--- src/hw/rtl/gfba_pkg.sv ---
`timescale 1ns / 1ps
`default_nettype none

package gfba_pkg;

  // Fixed field widths
  localparam int BLK_W   = 10;
  localparam int BLK_IDS = 1 << BLK_W;

  // Defaults for the top-level parameters
  localparam int GFBA_STACK_DEPTH  = 16;
  localparam int GFBA_TOTAL_BLOCKS = 1023;

  typedef enum logic {
    OP_ALLOC = 1'b0,
    OP_FREE  = 1'b1
  } opcode_t;

  typedef enum logic [1:0] {
    ST_OK         = 2'd0,
    ST_NO_FREE    = 2'd1,
    ST_BLOCK_ZERO = 2'd2,
    ST_ALL_FREE   = 2'd3
  } status_t;

  typedef struct packed {
    opcode_t           opcode;
    logic [BLK_W-1:0]  block_number;
  } in_item_t;

  typedef struct packed {
    logic [BLK_W-1:0]  allocated_block;
    status_t           status;
  } out_item_t;

  typedef enum logic [2:0] {
    S_IDLE,
    S_EXEC,
    S_SPILL,
    S_FILL,
    S_RESP
  } state_t;

  // Decode of the current item, sampled by the sequencer in S_EXEC
  typedef struct packed {
    logic spill;
    logic fill;
  } dec_t;

  // Sequencer strobes to the datapath
  typedef struct packed {
    logic idle;
    logic exec;
    logic spill;
    logic fill;
    logic last;
    logic resp;
  } ctl_t;

endpackage

`default_nettype wire

--- src/hw/rtl/gfba_agu.sv ---
`timescale 1ns / 1ps
`default_nettype none

// Group record address: base (block * depth) latched once, then base + index.
module gfba_agu import gfba_pkg::*; #(
  parameter int STACK_DEPTH = GFBA_STACK_DEPTH
) (
  input  wire logic                                clk,
  input  wire logic                                load,
  input  wire logic [BLK_W-1:0]                    src_blk,
  input  wire logic [$clog2(STACK_DEPTH+1)-1:0]    cnt,
  output logic      [BLK_W+$clog2(STACK_DEPTH)-1:0] addr
);

  localparam int TOP_W  = $clog2(STACK_DEPTH);
  localparam int ADDR_W = BLK_W + TOP_W;

  logic [ADDR_W-1:0] base_r;
  logic [ADDR_W-1:0] base_nxt;
  logic [ADDR_W-1:0] src_ext;

  assign src_ext  = ADDR_W'(src_blk);
  assign base_nxt = load ? src_ext * ADDR_W'(STACK_DEPTH) : base_r;

  always_ff @(posedge clk) begin
    base_r <= base_nxt;
  end

  assign addr = base_r + ADDR_W'(cnt);

endmodule

`default_nettype wire

--- config.mk ---
export PLATFORM = sky130hd
export DESIGN_NAME = gfba_agu
export DESIGN_NICKNAME = d
export VERILOG_FILES = /design/src/hw/rtl/gfba_pkg.sv /design/src/hw/rtl/gfba_agu.sv
export SDC_FILE = /design/constraint.sdc
export NUM_CORES = 1
export LEC_CHECK = 0
export ABC_AREA = 0
export BUFFER_PORTS_ARGS = -buffer_cell sky130_fd_sc_hd__buf_2
export CAP_MARGIN = 20
export CELL_PAD_IN_SITES_DETAIL_PLACEMENT = 0
export CELL_PAD_IN_SITES_GLOBAL_PLACEMENT = 1
export CORE_MARGIN = 3
export CORE_UTILIZATION = 32
export CTS_CLUSTER_SIZE = 8
export DETAILED_ROUTE_END_ITERATION = 12
export PLACE_DENSITY_LB_ADDON = 0.1
export SETUP_SLACK_MARGIN = 0.15
export SLEW_MARGIN = 20
export SYNTH_ARGS = -nofsm -noshare
export SYNTH_HDL_FRONTEND = slang
export SYNTH_SLANG_ARGS = --single-unit
--- constraint.sdc ---
create_clock -name clk -period 1.9 [get_ports clk]
set_input_delay 0.19 -clock clk [delete_from_list [all_inputs] [get_ports clk]]
set_output_delay 0.19 -clock clk [all_outputs]
set_load 0.02 [all_outputs]
# == After elaboration in Yosys (flattened, before gate mapping) ==
# Cells that the tools add are included.
# totals
regBits,10
out_inout_bits,14
elab_cells,2
# op_classes
add_sub_neg,1
# ops
operator,count
adder 14 x 5 -> 14 bit,1

# == Depth between registers and ports, before layout ==
# logic_depth
ltp_word,1
mapped_depth,5
mapped_depth_nobuf,5

# == Worst setup path before layout ==
# OpenSTA, ideal clock, no wires.
# synth_path
path_type,reg2out
startpoint,register base_r[4]
endpoint,output addr[12]
arrival_time_ps,1318
required_ps,1710
slack_ps,392
path_stages_with_launch,6
path_buffers,0
cell_sequence,edfxtp_1 -> ha_1 -> ha_1 -> nand4_1 -> nor2_1 -> xnor2_1
# synth_between
elab_chain_len,1
# synth_lines
item,line_no,text
from (decl),gfba_agu.sv:18,logic [ADDR_W-1:0] base_r;
from (signal assigned),gfba_agu.sv:26,base_r <= base_nxt;
adder 14 x 5 -> 14 bit,gfba_agu.sv:29,assign addr = base_r + ADDR_W'(cnt);
to (decl),gfba_agu.sv:12,output logic [BLK_W+$clog2(STACK_DEPTH)-1:0] addr
# No other way between the ends.

# == Final worst setup path ==
# layout_path
startpoint,register base_r[4]
endpoint,output addr[10]
# The elaborated chain is that of the path after synthesis.

==> impl_metrics.yaml <==
run_status:
  status: "finished clean"
final_layout:
  layout_commonest_cell: "buf_2"
  largest_reg_flops: 10
  largest_register: "base_r"
  fin_util_pct: 48.7
  nets: 81
  diodes: 0
  area_delta_synth_final_pct: 33.8
  final_layout_size_suffix_gt1_share_pct: 53.3
  final_cell_mix: "20 x buf_2, 10 x edfxtp_1, 4 x xor2_1, 4 x xnor2_1"
  top_regs: "base_r: 10 flops"
worst_setup_path:
  crit_path_end_kind: "output port"
  path_class: "flop to output port"
  critical_path.most_common_cell: "ha_4"
  path_cells: "ha_4 -> ha_4 -> nand4_1 -> nor2_1 -> xor2_1 -> buf_4"
  crit_arrival_ns: 1.50
  cp.required_ns: 1.71
  path_max_fanout: 3
  cpMaxStageDelayCell: "edfxtp_1"
  startpoint_type: "flop"
  critPathMaxStageDelay_ns: 0.36
synthesis:
  synth_top_area_share_pct: 59.7
  synthCells: 38
  synthMuxAreaShare_pct: 0
  synth_largest_area_cell: "edfxtp_1"
  yosysUniqueCellTypes: 14
  synth_nets: 57
  syn_area_um2: 503
  synthSimpleGateAreaFrac_pct: 13.9
  synth_seq_cells: 10
  synth_warnings: 0
  synth_fa_ha_area_share_pct: 4.98
  syn_avg_cell_area_um2: 13.2
  yosysSeqAreaShare_pct: 59.7
  synth_compound_area_share_pct: 0
  synth_top_family_by_area: "simple AND/OR/NAND/NOR gates"
  synth_xor_area_share_pct: 13.9
  yosys-top-cells-area: "edfxtp_1 60%, xnor2_1 7.0%, xor2_1 7.0%"
sta:
  whs_ns: 0.116
  tns_ns: 0
  rsz0062_at_grt: "yes"
  worst_pin_slew_ns: 0.204
  max_freq_ghz: 0.591
  period_minus_slack_ns: 1.69
  slew_headroom_pct: 86.3
  drv_slew: 0
  min_period_over_period_pct: 89.0
  setup_violations: 0
  final_hold_viol_count: 0
power_and_ir_drop:
  peakVddDrop_mv: 0.437
  power_density_nw_per_um2: 756
  total_power_w: 0.000509
  p_leak_nw: 0.279
die:
  die_area_um2: 2080
  ioPinCount: 31
  start_util_pct: 36.4
  core_region_area_um2: 1380
  rows: 13
  dieWidth_um: 45.6
  dieHeight_um: 45.6
grt:
  grt_util_all_layers_pct: 8.53
  overflow: 0
  grt_max_degree: 11
  grt_pass1_wl_mm: 1.27
  grt_pass1_vias: 315
  antenna_found_initial: 0
drt:
  drc: 0
  drt_wl_total_um: 785
  vias: 347
  avgRoutedWirePerCell_um: 10.5
  dr.pass1.iters: 4
  routed_via_density: 4.63
  drt_iter0_drc: 2
  route.antenna.remaining_nets: 0
run:
  cap_viol_max_count: 0
placed_design:
  io_buffers: 22
  hpwl_um: 690
  gp_congestion: 0.706
worst_hold_path:
  whs_endpoint: "base_r[4]$_DFFE_PP_"
  hold_class: "input port to flop"
  hold_start: "src_blk[0]"
  hold_depth: 1
clock_tree:
  ctsHoldBuffers: 0
  cts_inserted_buffers: 3
  clock-root-buffer: "clkbuf_4"
  cts_tree: "done"
  cts.path.max_buffers: 2
  cts.sink_count: 10
  clk_pin_slew_ns: 0.05
  htreeDepth: 1
## per-stage QoR
step	instances	area (um^2)	setup WS [ns]
5_1_grt	75	673	0.0827
3_5_place_dp	71	602	0.395
4_1_cts	74	644	0.184
3_3_place_gp	71	602	0.433
6_report	75	673	0.209
2_1_floorplan	38	503	0.392
## repair_timing
action / in CTS / in global routing
setup buffers: 0 / 1
pin swaps: 1 / 1
resized for setup: 5 / 3
setup endpoints to repair: 2 / 4
## how the worst max path moves through the flow
stage / start / endpoint / slack (ns) / cells after the start
2_1_floorplan: base_r[4]$_DFFE_PP_ / addr[12] / 0.39 / 5
3_3_place_gp: base_r[4]$_DFFE_PP_ / addr[12] / 0.43 / 6
3_5_place_dp: base_r[4]$_DFFE_PP_ / addr[12] / 0.39 / 6
4_1_cts: base_r[4]$_DFFE_PP_ / addr[12] / 0.18 / 6
5_1_grt: base_r[4]$_DFFE_PP_ / addr[10] / 0.08 / 6
6_report: base_r[4]$_DFFE_PP_ / addr[10] / 0.21 / 6
## kinds of logic (layout without fill, tap and decap cells)
group | count (synthesis) | after routing
flops | 10 | 10
buf+inv | 6 | 28
fa+ha+maj | 2 | 2
xor+xnor | 8 | 8
simple gates | 12 | 12
## routing by layer
layer,track usage (%),routed length [um]
met5,0,0
met1,9.48,279
met3,1.98,110
met4,7.02,15
met2,13.6,379
## cells in the mapped netlist, drive strengths merged
cell,n
edfxtp,10
buf,4
nand3,4
xnor2,4
xor2,4
nor2,3
ha,2
inv,2
nand2,2
nand4,1
nor3,1
nor4,1
## critical path: cells and delay by family, from the launching register on
family	cells	cell delay, ns
xor gates and xnor gates	1	0.15
buffers and inverters	1	0.16
and+or+nand+nor	2	0.28
adders and majority gates	2	0.29
DFF	1	0.36
## where the power goes
| part | internal [W] | switching [W] |
|---|---|---|
| Combinational | 0.0000437 | 0.0000592 |
| Sequential | 0.000264 | 0.0000155 |
| Clock | 0.0000721 | 0.0000550 |
## layout make-up
| type | instances | area (um^2) |
|---|---|---|
| clock buffer | 3 | 22.5 |
| fill | 123 | 709 |
| inverter | 2 | 7.51 |
| multi-input combinational | 22 | 201 |
| sequential | 10 | 300 |
| tap | 15 | 18.8 |
| timing repair buffer | 23 | 123 |
No activity file was read; power rests on OpenSTA's default activity.
