File: src/hw/rtl/gfba_pkg.sv
`timescale 1ns / 1ps
`default_nettype none

package gfba_pkg;

  // Fixed field widths
  localparam int BLK_W   = 10;
  localparam int BLK_IDS = 1 << BLK_W;

  // Defaults for the top-level parameters
  localparam int GFBA_STACK_DEPTH  = 16;
  localparam int GFBA_TOTAL_BLOCKS = 1023;

  typedef enum logic {
    OP_ALLOC = 1'b0,
    OP_FREE  = 1'b1
  } opcode_t;

  typedef enum logic [1:0] {
    ST_OK         = 2'd0,
    ST_NO_FREE    = 2'd1,
    ST_BLOCK_ZERO = 2'd2,
    ST_ALL_FREE   = 2'd3
  } status_t;

  typedef struct packed {
    opcode_t           opcode;
    logic [BLK_W-1:0]  block_number;
  } in_item_t;

  typedef struct packed {
    logic [BLK_W-1:0]  allocated_block;
    status_t           status;
  } out_item_t;

  typedef enum logic [2:0] {
    S_IDLE,
    S_EXEC,
    S_SPILL,
    S_FILL,
    S_RESP
  } state_t;

  // Decode of the current item, sampled by the sequencer in S_EXEC
  typedef struct packed {
    logic spill;
    logic fill;
  } dec_t;

  // Sequencer strobes to the datapath
  typedef struct packed {
    logic idle;
    logic exec;
    logic spill;
    logic fill;
    logic last;
    logic resp;
  } ctl_t;

endpackage

`default_nettype wire

File: src/hw/rtl/gfba_ctrl.sv
`timescale 1ns / 1ps
`default_nettype none

module gfba_ctrl import gfba_pkg::*; #(
  parameter int STACK_DEPTH = GFBA_STACK_DEPTH
) (
  input  wire logic                             clk,
  input  wire logic                             rst_n,
  input  wire logic                             in_valid,
  input  wire dec_t                             dec,
  input  wire logic                             out_free,
  output ctl_t                                  ctl,
  output logic [$clog2(STACK_DEPTH+1)-1:0]      cnt
);

  localparam int CNT_W = $clog2(STACK_DEPTH + 1);

  state_t             state_r;
  state_t             state_nxt;
  logic [CNT_W-1:0]   cnt_r;
  logic [CNT_W-1:0]   cnt_nxt;
  logic               last;

  assign last = ((state_r == S_SPILL) && (cnt_r == CNT_W'(STACK_DEPTH - 1))) ||
                ((state_r == S_FILL)  && (cnt_r == CNT_W'(STACK_DEPTH)));

  always_comb begin
    state_nxt = state_r;
    unique case (state_r)
      S_IDLE: begin
        if (in_valid) state_nxt = S_EXEC;
      end
      S_EXEC: begin
        if (dec.spill)      state_nxt = S_SPILL;
        else if (dec.fill)  state_nxt = S_FILL;
        else                state_nxt = S_RESP;
      end
      S_SPILL, S_FILL: begin
        if (last) state_nxt = S_RESP;
      end
      S_RESP: begin
        if (out_free) state_nxt = S_IDLE;
      end
      default: state_nxt = S_IDLE;
    endcase
  end

  always_comb begin
    cnt_nxt = '0;
    if (((state_r == S_SPILL) || (state_r == S_FILL)) && !last) begin
      cnt_nxt = cnt_r + CNT_W'(1);
    end
  end

  always_comb begin
    ctl       = '0;
    ctl.idle  = (state_r == S_IDLE);
    ctl.exec  = (state_r == S_EXEC);
    ctl.spill = (state_r == S_SPILL);
    ctl.fill  = (state_r == S_FILL);
    ctl.resp  = (state_r == S_RESP);
    ctl.last  = last;
  end

  assign cnt = cnt_r;

  always_ff @(posedge clk) begin
    if (!rst_n) begin
      state_r <= S_IDLE;
      cnt_r   <= '0;
    end else begin
      state_r <= state_nxt;
      cnt_r   <= cnt_nxt;
    end
  end

endmodule

`default_nettype wire

File: config.mk
export PLATFORM = sky130hd
export DESIGN_NAME = gfba_ctrl
export DESIGN_NICKNAME = d
export VERILOG_FILES = /design/src/hw/rtl/gfba_pkg.sv /design/src/hw/rtl/gfba_ctrl.sv
export SDC_FILE = /design/constraint.sdc
export NUM_CORES = 1
export LEC_CHECK = 0
export BUFFER_PORTS_ARGS = -buffer_cell sky130_fd_sc_hd__buf_4
export CORE_AREA = 2 2 39 41
export CTS_BUF_LIST = sky130_fd_sc_hd__clkbuf_8
export CTS_CLUSTER_SIZE = 12
export DETAILED_ROUTE_END_ITERATION = 16
export DIE_AREA = 0 0 41 43
export SLEW_MARGIN = 20
export SYNTH_ARGS = -nofsm -noshare
export SYNTH_HDL_FRONTEND = slang
export SYNTH_SLANG_ARGS = --single-unit
File: constraint.sdc
create_clock -name clk -period 2.15 [get_ports clk]
set_clock_uncertainty 0.2 [all_clocks]
set_input_delay 0.3225 -clock clk [delete_from_list [all_inputs] [get_ports clk]]
set_output_delay 0.3225 -clock clk [all_outputs]
set_load 0.01 [all_outputs]
Word level (Yosys, flattened, before mapping)
Cells that the tools add are included.
{"block": "totals", "elab_cells": 28, "in_bits": 6, "ff_bits": 8}
{"block": "classes", "n_reduce_logical": 10, "n_addsub": 1, "n_eq_ne": 9, "mux": 6}
{"cell": "$mux W3", "count": 5}
{"cell": "$pmux W3 S4", "count": 1}
{"cell": "$eq A3 B2 Y1 const B", "count": 2}
{"cell": "$ne A2 B2 Y1 const B", "count": 3}
{"cell": "$add A5 B1 Y5 const B", "count": 1}
{"cell": "$eq A5 B4 Y1 const B", "count": 1}
{"cell": "$eq A5 B5 Y1 const B", "count": 1}
{"cell": "$eq A3 B1 Y1 const B", "count": 1}
{"cell": "$eq A3 B3 Y1 const B", "count": 1}
{"cell": "$logic_and A1 B1 Y1", "count": 3}
{"cell": "$logic_not A3 Y1", "count": 1}
{"cell": "$reduce_and A3 Y1", "count": 1}
{"cell": "$logic_or A1 B1 Y1", "count": 2}
{"cell": "$reduce_and A2 Y1", "count": 1}
{"cell": "$reduce_or A2 Y1", "count": 1}
{"cell": "$logic_not A1 Y1", "count": 1}

Longest topological paths before layout
{"block": "logic_depth", "word_depth": 6, "mapped_depth": 6}

Worst setup path before layout
No wires, ideal clock.
{"block": "synth_path", "path_type": "register -> output", "startpoint": "register cnt_r[0] (netlist: cnt[0])", "endpoint": "output ctl[1] in the netlist's numbering", "t_required_ps": 1627, "path_buffers": 1, "path_slack_ps": 355, "arrival_ps": 1272, "stages_incl_launch_ff": 7, "cell_sequence": "dfxtp_1 ha_1 and3_1 ha_1 nand2b_1 o22ai_1 buf_4"}
{"block": "synth_via", "elab_chain_len": 3, "elab_cells_between_ends": 5, "classes_between": "2 x eq/ne; 3 x reduce/logical"}
{"item": "start, declared", "line_no": "gfba_ctrl.sv:20", "text": "logic [CNT_W-1:0] cnt_r;"}
{"item": "start signal, assigned", "line_no": "gfba_ctrl.sv:73", "text": "cnt_r <= cnt_nxt;"}
{"item": "$eq A5 B4 Y1 or $eq A5 B5 Y1 (tied branches)", "line_no": "gfba_ctrl.sv:24, gfba_ctrl.sv:25"}
{"item": "$logic_and A1 B1 Y1, on equally long branches", "line_no": "gfba_ctrl.sv:24, gfba_ctrl.sv:25"}
{"item": "$logic_or A1 B1 Y1 (*)", "line_no": "gfba_ctrl.sv:24", "text": "assign last = ((state_r == S_SPILL) && (cnt_r == CNT_W'(STACK_DEPTH - 1))) ||"}
{"item": "end, declared", "line_no": "gfba_ctrl.sv:12", "text": "output ctl_t ctl,"}
Mark *: on every way between the ends. The rest lies on a longest branch, timed or not.

==> metrics.yaml <==
syn_area_per_cell_um2: 8.40
crit_fanout: 4
ys.warnings.count: 0
root_buffer: "clkbuf_8"
p_sw_uw: 97.5
worstSkewPairLatency_ns: 0.23
syn_to_final_growth_pct: 37.9
setup_viol: 0
fmax_mhz: 492
cts_setup_buffers: 0
worstPathCellList: "ha_1 > and3_1 > ha_1 > nand2b_1 > o22ai_2 > buf_4"
worst_slew_pin_slew_ns: 0.433
gp_congestion: 0.639
slowest_delay_ns: 0.38
cts_buffers: 3
combPwrFrac_pct: 14.7
grt_pass1_vias: 342
min_path_type: "in -> reg"
numPortBuffers: 16
tns_ns: 0
routed-via-count: 409
synthCells: 53
synth_seq_area_share_pct: 36.0
ant_nets: 0
finalNetCount: 80
required_ns: 1.63
critPathMostFrequentCell: "ha_1"
finalMaxSlewViolations: 0
seqPwrFrac_pct: 41.3
h-tree-depth: 1
cp_slowest_cell: "dfxtp_1"
worst_slew_margin_rel_pct: 71.1
post-route-period-util_pct: 94.6
drt_wl_total_um: 988
pwr-share-clk_pct: 44.0
die_area_um2: 1760
rsz0062_at_grt: "false"
tritoncts: "yes"
ios: 17
core.rowCount: 14
first_iter_violations: 3
p_leak_uw: 0.000270
synthTopCellsByCount: "dfxtp_1 (8), inv_1 (7), nor2_1 (7)"
vias_per_cell: 4.81
die_h_um: 43
start_util_pct: 32.2
antenna_found_initial: 0
drive_gt1_share_pct: 30.4
cts_hold_buffers: 0
ys.flop_type: "dfxtp_1"
dp_hpwl_um: 693
drv_cap: 0
syn-num-nets: 62
arrival_ns: 1.51
final-hold-violation-count: 0
p_int_uw: 309
synth_area_leaders: "dfxtp_1 (36%), ha_1 (8.4%), inv_1 (5.9%)"
p_sw_share_pct: 24.0
yosysMostFrequentCell: "dfxtp_1"
cts_num_sinks: 8
synth-edff-count: 0
path_clk_slew_ns: 0.04
grt_start_max_net_pins: 11
ir_drop_uv: 362
wl_per_cell_um: 11.6
cp-end-kind: "output pin"
diodes: 0
dieWidth_um: 41
worstSetupStartpointType: "register"
critPathKind: "reg -> out"
clock_path_buffers: 2
grt_overflow: 0
core_area_um2: 1380
synth_cell_type_count: 23
finalCriticalPeriod_ns: 2.03
powerDensity_nw_per_um2: 662
status: "finished, final reports clean"
synth_top_area_cell: "dfxtp_1"
synthArstFlopShare_pct: 0
worst_hold_slack_ns: 0.124
drc: 0
synth_top_area_share_pct: 36.0
grt_pass1_wl_mm: 1.39
dr.pass1.iters: 3
synth_seq_cells: 8
grt.total_usage_pct: 12.5
syn_area_um2: 445
==> layout make-up <==
cell class                 count  area [µm²]
tap                           16        20.0
fill                         142         769
multi-input combinational     35         245
sequential                     8         161
inverter                       7        26.3
clock buffer                   3        41.3
timing repair buffer          16         120
==> cells by family after synthesis <==
family | Yosys count | share of synthesized area [%]
adders and majority gates | 3 | 8.43
xor gates and xnor gates | 2 | 3.93
buffers and inverters | 10 | 10.4
DFF | 8 | 36.0
AOI/OAI and AO/OA | 9 | 13.8
and+or+nand+nor | 21 | 27.5
==> placed cells by master (no fill, tap or decap), drive strengths merged <==
| cell | Yosys | layout |
|---|---|---|
| a21oi | 3 | 3 |
| a221oi | 1 | 1 |
| and2b | 1 | 1 |
| and3 | 2 | 2 |
| buf | 3 | 16 |
| clkbuf | 0 | 3 |
| dfxtp | 8 | 8 |
| ha | 3 | 3 |
| inv | 7 | 7 |
| nand2b | 3 | 3 |
| nand3 | 1 | 1 |
| nand3b | 1 | 1 |
| nand4bb | 1 | 1 |
| nor2 | 7 | 7 |
| nor3 | 3 | 3 |
| o2111ai | 1 | 1 |
| o211ai | 2 | 2 |
| o21a | 1 | 1 |
| o22ai | 1 | 1 |
| or3b | 1 | 1 |
| or4b | 1 | 1 |
| xnor2 | 1 | 1 |
| xor2 | 1 | 1 |
==> registers in the layout, summed over array words and instances, names as in the netlist <==
register / cells
cnt: 5
state_r: 3
==> critical path, delay by kind of cell, from the launching register on <==
family,cells,cell delay [ns]
and+or+nand+nor,2,0.26
buffers and inverters,1,0.14
adders and majority gates,2,0.34
DFF,1,0.38
AOI/OAI and AO/OA,1,0.17
==> routing by layer <==
layer  global-route usage [%]  share of wire [%]  vias to the layer above
met5                        0                  0                        -
met4                     10.0               0.91                        0
met3                     4.71                9.3                        2
met2                     18.8                 46                       16
met1                     13.0                 44                      176
li1                         -                  -                      215
==> power by group through the flow <==
stage | registers, µW | logic, µW | clock network (µW)
finish | 168 | 60.0 | 179
global route | 169 | 68.3 | 196
CTS | 168 | 60.2 | 185
detailed placement | 170 | 59.8 | 0
global placement | 170 | 60.5 | 0
floorplan | 161 | 42.9 | 0
==> per-stage QoR <==
step	power, µW	utilization [%]	cells	instance area (µm²)	setup slack [ns]
2_1_floorplan	204	-	53	445	0.355
3_3_place_gp	230	40.9	82	566	0.365
3_5_place_dp	230	40.9	82	566	0.321
4_1_cts	413	43.9	85	607	0.0733
5_1_grt	434	44.4	85	614	0.0152
6_report	407	44.4	85	614	0.116
==> what timing repair did <==
item                                   in CTS  in global routing
resized for setup                           0                  2
setup endpoints to repair                   0                  1
endpoints found under the hold margin       0                  0
==> worst paths after layout <==
path / from / endpoint / slack, ns / cells past startpoint
max: cnt[1] / ctl[1] / 0.12 / 6
min: rst_n / state_r[2] / 0.12 / 2
max reg2reg: cnt[0] / cnt[0] / 0.43 / 6
min reg2reg: cnt[0] / cnt[0] / 0.27 / 1
(Power assumes the default switching activity.)
