$ cat src/hw/rtl/gfba_ram.sv
`timescale 1ns / 1ps
`default_nettype none

module gfba_ram #(
  parameter int WIDTH = 8,
  parameter int DEPTH = 16
) (
  input  wire logic                     clk,
  input  wire logic                     we,
  input  wire logic [$clog2(DEPTH)-1:0] waddr,
  input  wire logic [WIDTH-1:0]         wdata,
  input  wire logic                     re,
  input  wire logic [$clog2(DEPTH)-1:0] raddr,
  output logic      [WIDTH-1:0]         rdata_r
);

  logic [WIDTH-1:0] mem [DEPTH];

  always_ff @(posedge clk) begin
    if (we) begin
      mem[waddr] <= wdata;
    end
    if (re) begin
      rdata_r <= mem[raddr];
    end
  end

endmodule

`default_nettype wire

$ cat config.mk
export PLATFORM = sky130hd
export DESIGN_NAME = gfba_ram
export DESIGN_NICKNAME = d
export VERILOG_FILES = /design/src/hw/rtl/gfba_ram.sv
export SDC_FILE = /design/constraint.sdc
export NUM_CORES = 1
export LEC_CHECK = 0
export ABC_AREA = 0
export BUFFER_PORTS_ARGS = -buffer_cell sky130_fd_sc_hd__buf_2
export CAP_MARGIN = 20
export CORE_AREA = 2 2 126 128
export DETAILED_ROUTE_END_ITERATION = 12
export DIE_AREA = 0 0 128 130
export PLACE_DENSITY_LB_ADDON = 0.05
export SYNTH_ARGS = -nofsm -noshare
export SYNTH_HDL_FRONTEND = slang
export SYNTH_SLANG_ARGS = --single-unit
export TNS_END_PERCENT = 30
$ cat constraint.sdc
create_clock -name clk -period 2 [get_ports clk]
set_input_delay 0.2 -clock clk [delete_from_list [all_inputs] [get_ports clk]]
set_output_delay 0.2 -clock clk [all_outputs]
set_load 0.02 [all_outputs]
# Yosys cells after proc, flatten, opt, wreduce, memory -nomap -nowiden

Memories as Yosys holds them, arrays and structs flattened. A register that Yosys moved wholly into a read port is not among the register bits.
Index checks and enable logic that the tools add are counted.

Flip-flop bits (word level): 0
Latch bits: 0
Memory bits (writable): 128
Memory bits (read-only): 0
Input port bits: 19
Output and inout port bits: 8
Logic and storage cells: 3
Memories: 1

$add $sub $neg: 0
Multiply operators: 0
Div/mod/pow operators: 0
$lt $le $gt $ge: 0
Eq/ne operators: 0
Shift-type cells: 0
Multiplexer cells: 2
Bitwise logic cells: 0
Reduce and logical (&&, ||, !) cells: 0

Memory list:

| name | words | bits a word | read ports | clocked after memory_dff | wr ports | line | RTL |
|---|---|---|---|---|---|---|---|
| mem  | 16    | 8           | 1          | 1                        | 1        | 17   | `logic [WIDTH-1:0] mem [DEPTH];` |

Operator list:

| operator          | count |
|---|---|
| two-way mux 1 bit | 2 |

# Longest topological paths before layout

Gate-level depths: netlist of the first run.

Word-level depth: 2
Gate-level depth with buffers: 5
Mapped depth without buffers: 3

# Worst setup path after synthesis of the first run

OpenSTA, ideal clock, no wires.

Path type: in2reg
Start: input port waddr[2]
End: memory mem[0][0], enable pin
Library setup time: 0.383 ns
Arrival time: 1.310 ns
Data required time: 1.617 ns
Slack: 0.307 ns
Cell stages on the path: 2
Buffers on the path: 0
Path through: or3b_2 -> nor3_1

RTL lines:

| what        | line | RTL |
|---|---|---|
| from (decl) | 10   | `input wire logic [$clog2(DEPTH)-1:0] waddr,` |
| to (decl)   | 17   |  |

No word-level cell before the write port.

==> flow_metrics.env, run 1 <==
export IMPL_tns_ns=0
export IMPL_via_per_inst=4.97
export IMPL_maxCapViolCount=0
export IMPL_area_growth_syn_to_layout_pct=20.7
export IMPL_grt_pass1_vias=2558
export IMPL_crit_path_end_kind="register"
export IMPL_num_io_pins=27
export IMPL_synth_most_common_cell="edfxtp_1"
export IMPL_initial_core_util=0.339
export IMPL_clock_path_buffers=2
export IMPL_first_pass_iters=4
export IMPL_required_ns=2.15
export IMPL_hold_viol_final=0
export IMPL_holdBufCountCts=0
export IMPL_grt_overflow_total=0
export IMPL_async_flop_share=0
export IMPL_clock_power_share=0.459
export IMPL_critPathKind="reg2reg"
export IMPL_root_buffer="clkbuf_16"
export IMPL_cts_resized=0
export IMPL_ys_seq_elements=136
export IMPL_cellLeakagePower_nw=2.13
export IMPL_h_tree_depth=4
export IMPL_grt_max_degree=33
export IMPL_clkTransAtPathRegs_ns=0.06
export IMPL_rsz0062_at_grt="false"
export IMPL_cts_setup_buffers=0
export IMPL_power_frac_comb=0.049
export IMPL_drive_gt1_frac=0.318
export IMPL_tightestPinTransition_ns=0.427
export IMPL_outcome="finished, final reports clean"
export IMPL_place_gp_congestion=0.760
export IMPL_grt_first_pass_wirelength_um=16600
export IMPL_ant_nets=0
export IMPL_die_y_um=130
export IMPL_avgSynthCellArea_um2=22.8
export IMPL_period_share=0.778
export IMPL_crit_fanout=1
export IMPL_std_cell_rows=46
export IMPL_synth_top_area_share=0.781
export IMPL_fin_crit_ns=1.56
export IMPL_hpwl_um=7200
export IMPL_startpoint_type="register"
export IMPL_cts_tree="yes"
export IMPL_sw_frac_of_total=0.196
export IMPL_antenna_found_initial=0
export IMPL_setup_slack_ns=0.444
export IMPL_power_density_nw_per_um2=1040
export IMPL_dr_first_iter_drc_count=199
export IMPL_ys_flop_type="edfxtp_1"
export IMPL_clk_latency_ns=0.41
export IMPL_ys_top_cells_by_area="edfxtp_1 (78%), mux4_2 (7.8%), mux4_1 (7.0%), a22oi_1 (2.3%), nor2_1 (0.93%)"
export IMPL_num_vias=2454
export IMPL_hp_class="in2reg"
export IMPL_track_usage=0.147
export IMPL_nets=308
export IMPL_core_um2=15400
export IMPL_slew_headroom=0.715
export IMPL_netlist_top_cells_count="edfxtp_1 (136), mux4_2 (18), a22oi_1 (16)"
export IMPL_power_switching_mw=1.29
export IMPL_skew_ns=0.00745
export IMPL_pre_cts_slack_ns=0.185
export IMPL_seqPwrFrac=0.492
export IMPL_yosysSeqAreaShare=0.781
export IMPL_drt_wirelength_per_cell_um=22.5
export IMPL_slew_violations=0
export IMPL_syn_inst=229
export IMPL_netlist_area_um2=5230
export IMPL_drt_wl_total_um=11100
export IMPL_worstPathArrival_ns=1.70
export IMPL_p_int_mw=5.28
export IMPL_fillers=1378
export IMPL_cts_sinks=136
export IMPL_synth_edf_count=136
export IMPL_dp_cells=462
export IMPL_yosys_warnings=0
export IMPL_ir_drop_mv=0.609
export IMPL_max_freq_mhz=643
export IMPL_syn_nets=248
export IMPL_io_buffers=26
export IMPL_setup_viol=0
export IMPL_cts_buffers=17
export IMPL_die_w_um=128
export IMPL_yosysTopAreaCell="edfxtp_1"
export IMPL_num_antenna_cells=0
export IMPL_final_instance_count_excl_fill=494
export IMPL_die_area_um2=16600
export IMPL_yosysUniqueCellTypes=18
export IMPL_drc_errors=0
==> power groups by stage <==
stage          clock, mW  sequential (mW)  combinational, mW
2_1_floorplan          0             3.30              0.162
3_3_place_gp           0             3.29              0.334
3_5_place_dp           0             3.29              0.334
4_1_cts             3.11             3.23              0.334
5_1_grt             3.22             3.23              0.358
6_report            3.02             3.23              0.324
==> flip-flops by register name, summed over array words and instances (netlist names) <==
register / count
mem: 128
rdata_r: 8
==> area by class of cell <==
type / count / area, um^2 / area share
Clock buffer: 21 / 440 / 0.0698
Clock inverter: 11 / 130 / 0.0206
Multi-Input combinational cell: 83 / 1060 / 0.168
Sequential cell: 136 / 4080 / 0.647
Tap cell: 192 / 240 / 0.0381
Timing Repair Buffer: 51 / 355 / 0.0563
==> metrics by stage <==
step	hold slack [ns]	instance area (um^2)	power, mW	utilization
after global placement	0.600	5740	3.62	0.372
after detailed placement	0.600	5740	3.62	0.372
after CTS	0.158	6310	6.67	0.409
after global routing	0.163	6310	6.81	0.409
after floorplan	0.299	5230	3.46	-
final	0.173	6310	6.57	0.409
==> critical path: stages, from the launching register on <==
cell	delay [ns]
edfxtp_1	0.36
mux4_1	0.52
a22oi_1	0.32
nand2_1	0.10
==> cell usage in the layout, fill, tap and decap left out, types with 2 or more instances in the layout <==
cell type  instances
mux4_2            18
buf_4             22
buf_12             3
buf_2             26
nand2_1            9
edfxtp_1         136
nor3_1             4
mux4_1            14
clkbuf_16         17
clkbuf_1           4
nor2_1            13
a22oi_1           16
clkinv_2           5
nand2b_1           2
bufinv_16          3
clkinv_1           2
nand3b_1           2
==> per-layer routing <==
metal / share of wire / vias to the layer above / track usage / routed length [um]
li1: - / 1102 / - / -
met5: 0 / - / 0 / 0
met2: 0.46 / 58 / 0.217 / 5130
met4: 0.015 / 0 / 0.0659 / 168
met3: 0.036 / 11 / 0.0373 / 403
met1: 0.49 / 1283 / 0.209 / 5400
==> final timing paths <==
path,startpoint,to,slack [ns],cells after the start
max,mem[1][2]$_DFFE_PP_,rdata_r[2]$_DFFE_PP_,0.44,3
min,re,rdata_r[5]$_DFFE_PP_,0.17,1
max reg2reg,mem[1][2]$_DFFE_PP_,rdata_r[2]$_DFFE_PP_,0.44,3
min reg2reg,mem[15][0]$_DFFE_PP_,rdata_r[0]$_DFFE_PP_,0.75,3
==> logic make-up after synthesis <==
| group | share of synthesized area |
|---|---|
| buffers and inverters | 0.0165 |
| muxes | 0.148 |
| AOI/OAI and AO/OA | 0.0230 |
| and+or+nand+nor | 0.0314 |
| DFF | 0.781 |
Power figures use the tool's default switching activity.
==> inputs of run 2 (changes only) <==
- clock period: 2 -> 1.3 ns (I/O delays scaled with it)
==> flow_metrics.env, run 2 (synthesis gave the netlist of run 1 again) <==
export IMPL_crit_fanout=1
export IMPL_clk_latency_ns=0.41
export IMPL_setup_viol=8
export IMPL_max_stage_delay_ns=0.48
export IMPL_ir_drop_mv=0.935
export IMPL_initial_core_util=0.339
export IMPL_largest_reg_flops=128
export IMPL_ant_nets=0
export IMPL_track_usage=0.147
export IMPL_maxCapViolCount=0
export IMPL_cts_tree="yes"
export IMPL_via_per_inst=4.91
export IMPL_fin_crit_ns=1.39
export IMPL_largest_register="mem"
export IMPL_hpwl_um=7020
export IMPL_skew_ns=0.0111
export IMPL_rr_worst_depth=3
export IMPL_drt_wl_total_um=11000
export IMPL_die_w_um=128
export IMPL_num_io_pins=27
export IMPL_grt_max_degree=26
export IMPL_max_freq_mhz=722
export IMPL_slew_headroom=0.190
export IMPL_grt_overflow_total=0
export IMPL_drive_gt1_frac=0.391
export IMPL_io_buffers=26
export IMPL_core_um2=15400
export IMPL_drt_wirelength_per_cell_um=22.2
export IMPL_die_y_um=130
export IMPL_grt_pass1_vias=2677
export IMPL_place_gp_congestion=0.682
export IMPL_num_vias=2428
export IMPL_grt_first_pass_wirelength_um=16800
export IMPL_hp_class="in2reg"
export IMPL_setup_slack_ns=-0.0855
export IMPL_h_tree_depth=4
export IMPL_crit_cells=3
export IMPL_first_pass_iters=4
export IMPL_rsz0062_at_grt="true"
export IMPL_cts_buffers=17
export IMPL_dp_cells=464
export IMPL_worstPathArrival_ns=1.52
export IMPL_clkTransAtPathRegs_ns=0.05
export IMPL_crit_slowest_cell="mux4_2"
export IMPL_area_growth_syn_to_layout_pct=20.1
export IMPL_final_instance_count_excl_fill=494
export IMPL_hold_viol_final=0
export IMPL_std_cell_rows=46
export IMPL_outcome="complete, but fails checks"
export IMPL_layout_common_cells="edfxtp_1 (136), mux4_2 (32), buf_2 (26)"
export IMPL_tightestPinTransition_ns=1.21
export IMPL_pre_cts_slack_ns=-0.377
export IMPL_period_share=1.07
export IMPL_failed_checks="negative setup slack"
export IMPL_slew_violations=0
export IMPL_clock_path_buffers=2
export IMPL_cpLargestDelayFamily="multiplexers"
export IMPL_route_met2_wl_um=5300
export IMPL_antenna_found_initial=0
export IMPL_crit_chain="mux4_2 > a22oi_2 > nand2_1"
export IMPL_multi_input_area_um2=1070
export IMPL_required_ns=1.44
export IMPL_r2r_slack_ns=-0.09
export IMPL_cts_sinks=136
export IMPL_die_area_um2=16600
export IMPL_crit_path_end_kind="register"
export IMPL_critPathKind="reg2reg"
export IMPL_startpoint_type="register"
export IMPL_wl_met3_um=359
export IMPL_critPathBufInv=0
export IMPL_nets=310
export IMPL_root_buffer="clkbuf_16"
export IMPL_mostFrequentLayoutCell="edfxtp_1"
export IMPL_regArea_um2=4080
export IMPL_cellLeakagePower_nw=2.06
export IMPL_m1WireLength_um=5160
export IMPL_min_path_cells=1
export IMPL_reg_largest_list="mem (128), rdata_r (8)"
export IMPL_dr_first_iter_drc_count=295
export IMPL_drc_errors=0
export IMPL_holdBufCountCts=0
export IMPL_fillers=1400
export IMPL_power_density_nw_per_um2=1540
export IMPL_maxUsedRoutingLayer="met4"
export IMPL_num_antenna_cells=0
==> run 2: worst register-to-register path: cells and delay by family (launching register included) <==
kind / cells / cell delay, ns
mux: 1 / 0.48
flops: 1 / 0.35
compound gates: 1 / 0.19
simple gates: 1 / 0.10
==> run 2: what timing repair did <==
action / CTS / global route
buffers inserted: 0 / 0
endpoints found under the setup margin: 8 / 8
endpoints found under the hold margin: 0 / 0
resized for setup: 8 / 5
pin swaps: 3 / 5
==> run 2: through the flow <==
stage / area [um^2] / hold WS [ns] / power, mW / util / setup TNS (ns)
CTS: 6260 / 0.0868 / 9.76 / 0.406 / -0.618
global route: 6280 / 0.0830 / 10.0 / 0.407 / -0.942
floorplan: 5220 / 0.229 / 5.35 / - / -3.53
global placement: 5720 / 0.522 / 5.59 / 0.371 / -5.83
detailed placement: 5720 / 0.516 / 5.59 / 0.371 / -6.02
finish: 6280 / 0.0956 / 9.65 / 0.407 / -0.446
==> run 2: area by class of cell <==
type	count	area share
clock inverters	8	0.00917
multi-input cells	83	0.170
flip-flops and latches	136	0.650
well taps	192	0.0383
clock buffers	22	0.0707
repair buffers	53	0.0610
==> run 2: power breakdown <==
group	total (mW)	switching, mW	internal, mW
clock	4.14	1.58	2.56
combinational	0.540	0.307	0.233
sequential	4.97	0.0267	4.95
total	9.65	1.92	7.74
==> run 2: worst paths after layout <==
path | start | endpoint
max | mem[11][2]$_DFFE_PP_ | rdata_r[2]$_DFFE_PP_
min | re | rdata_r[0]$_DFFE_PP_
max reg2reg | mem[11][2]$_DFFE_PP_ | rdata_r[2]$_DFFE_PP_
min reg2reg | mem[7][7]$_DFFE_PP_ | rdata_r[7]$_DFFE_PP_
==> run 2: per-layer routing <==
metal	vias up	GRT usage
met3	10	0.0435
met5	-	0
li1	1085	-
met2	48	0.234
met1	1285	0.194
met4	0	0.0543
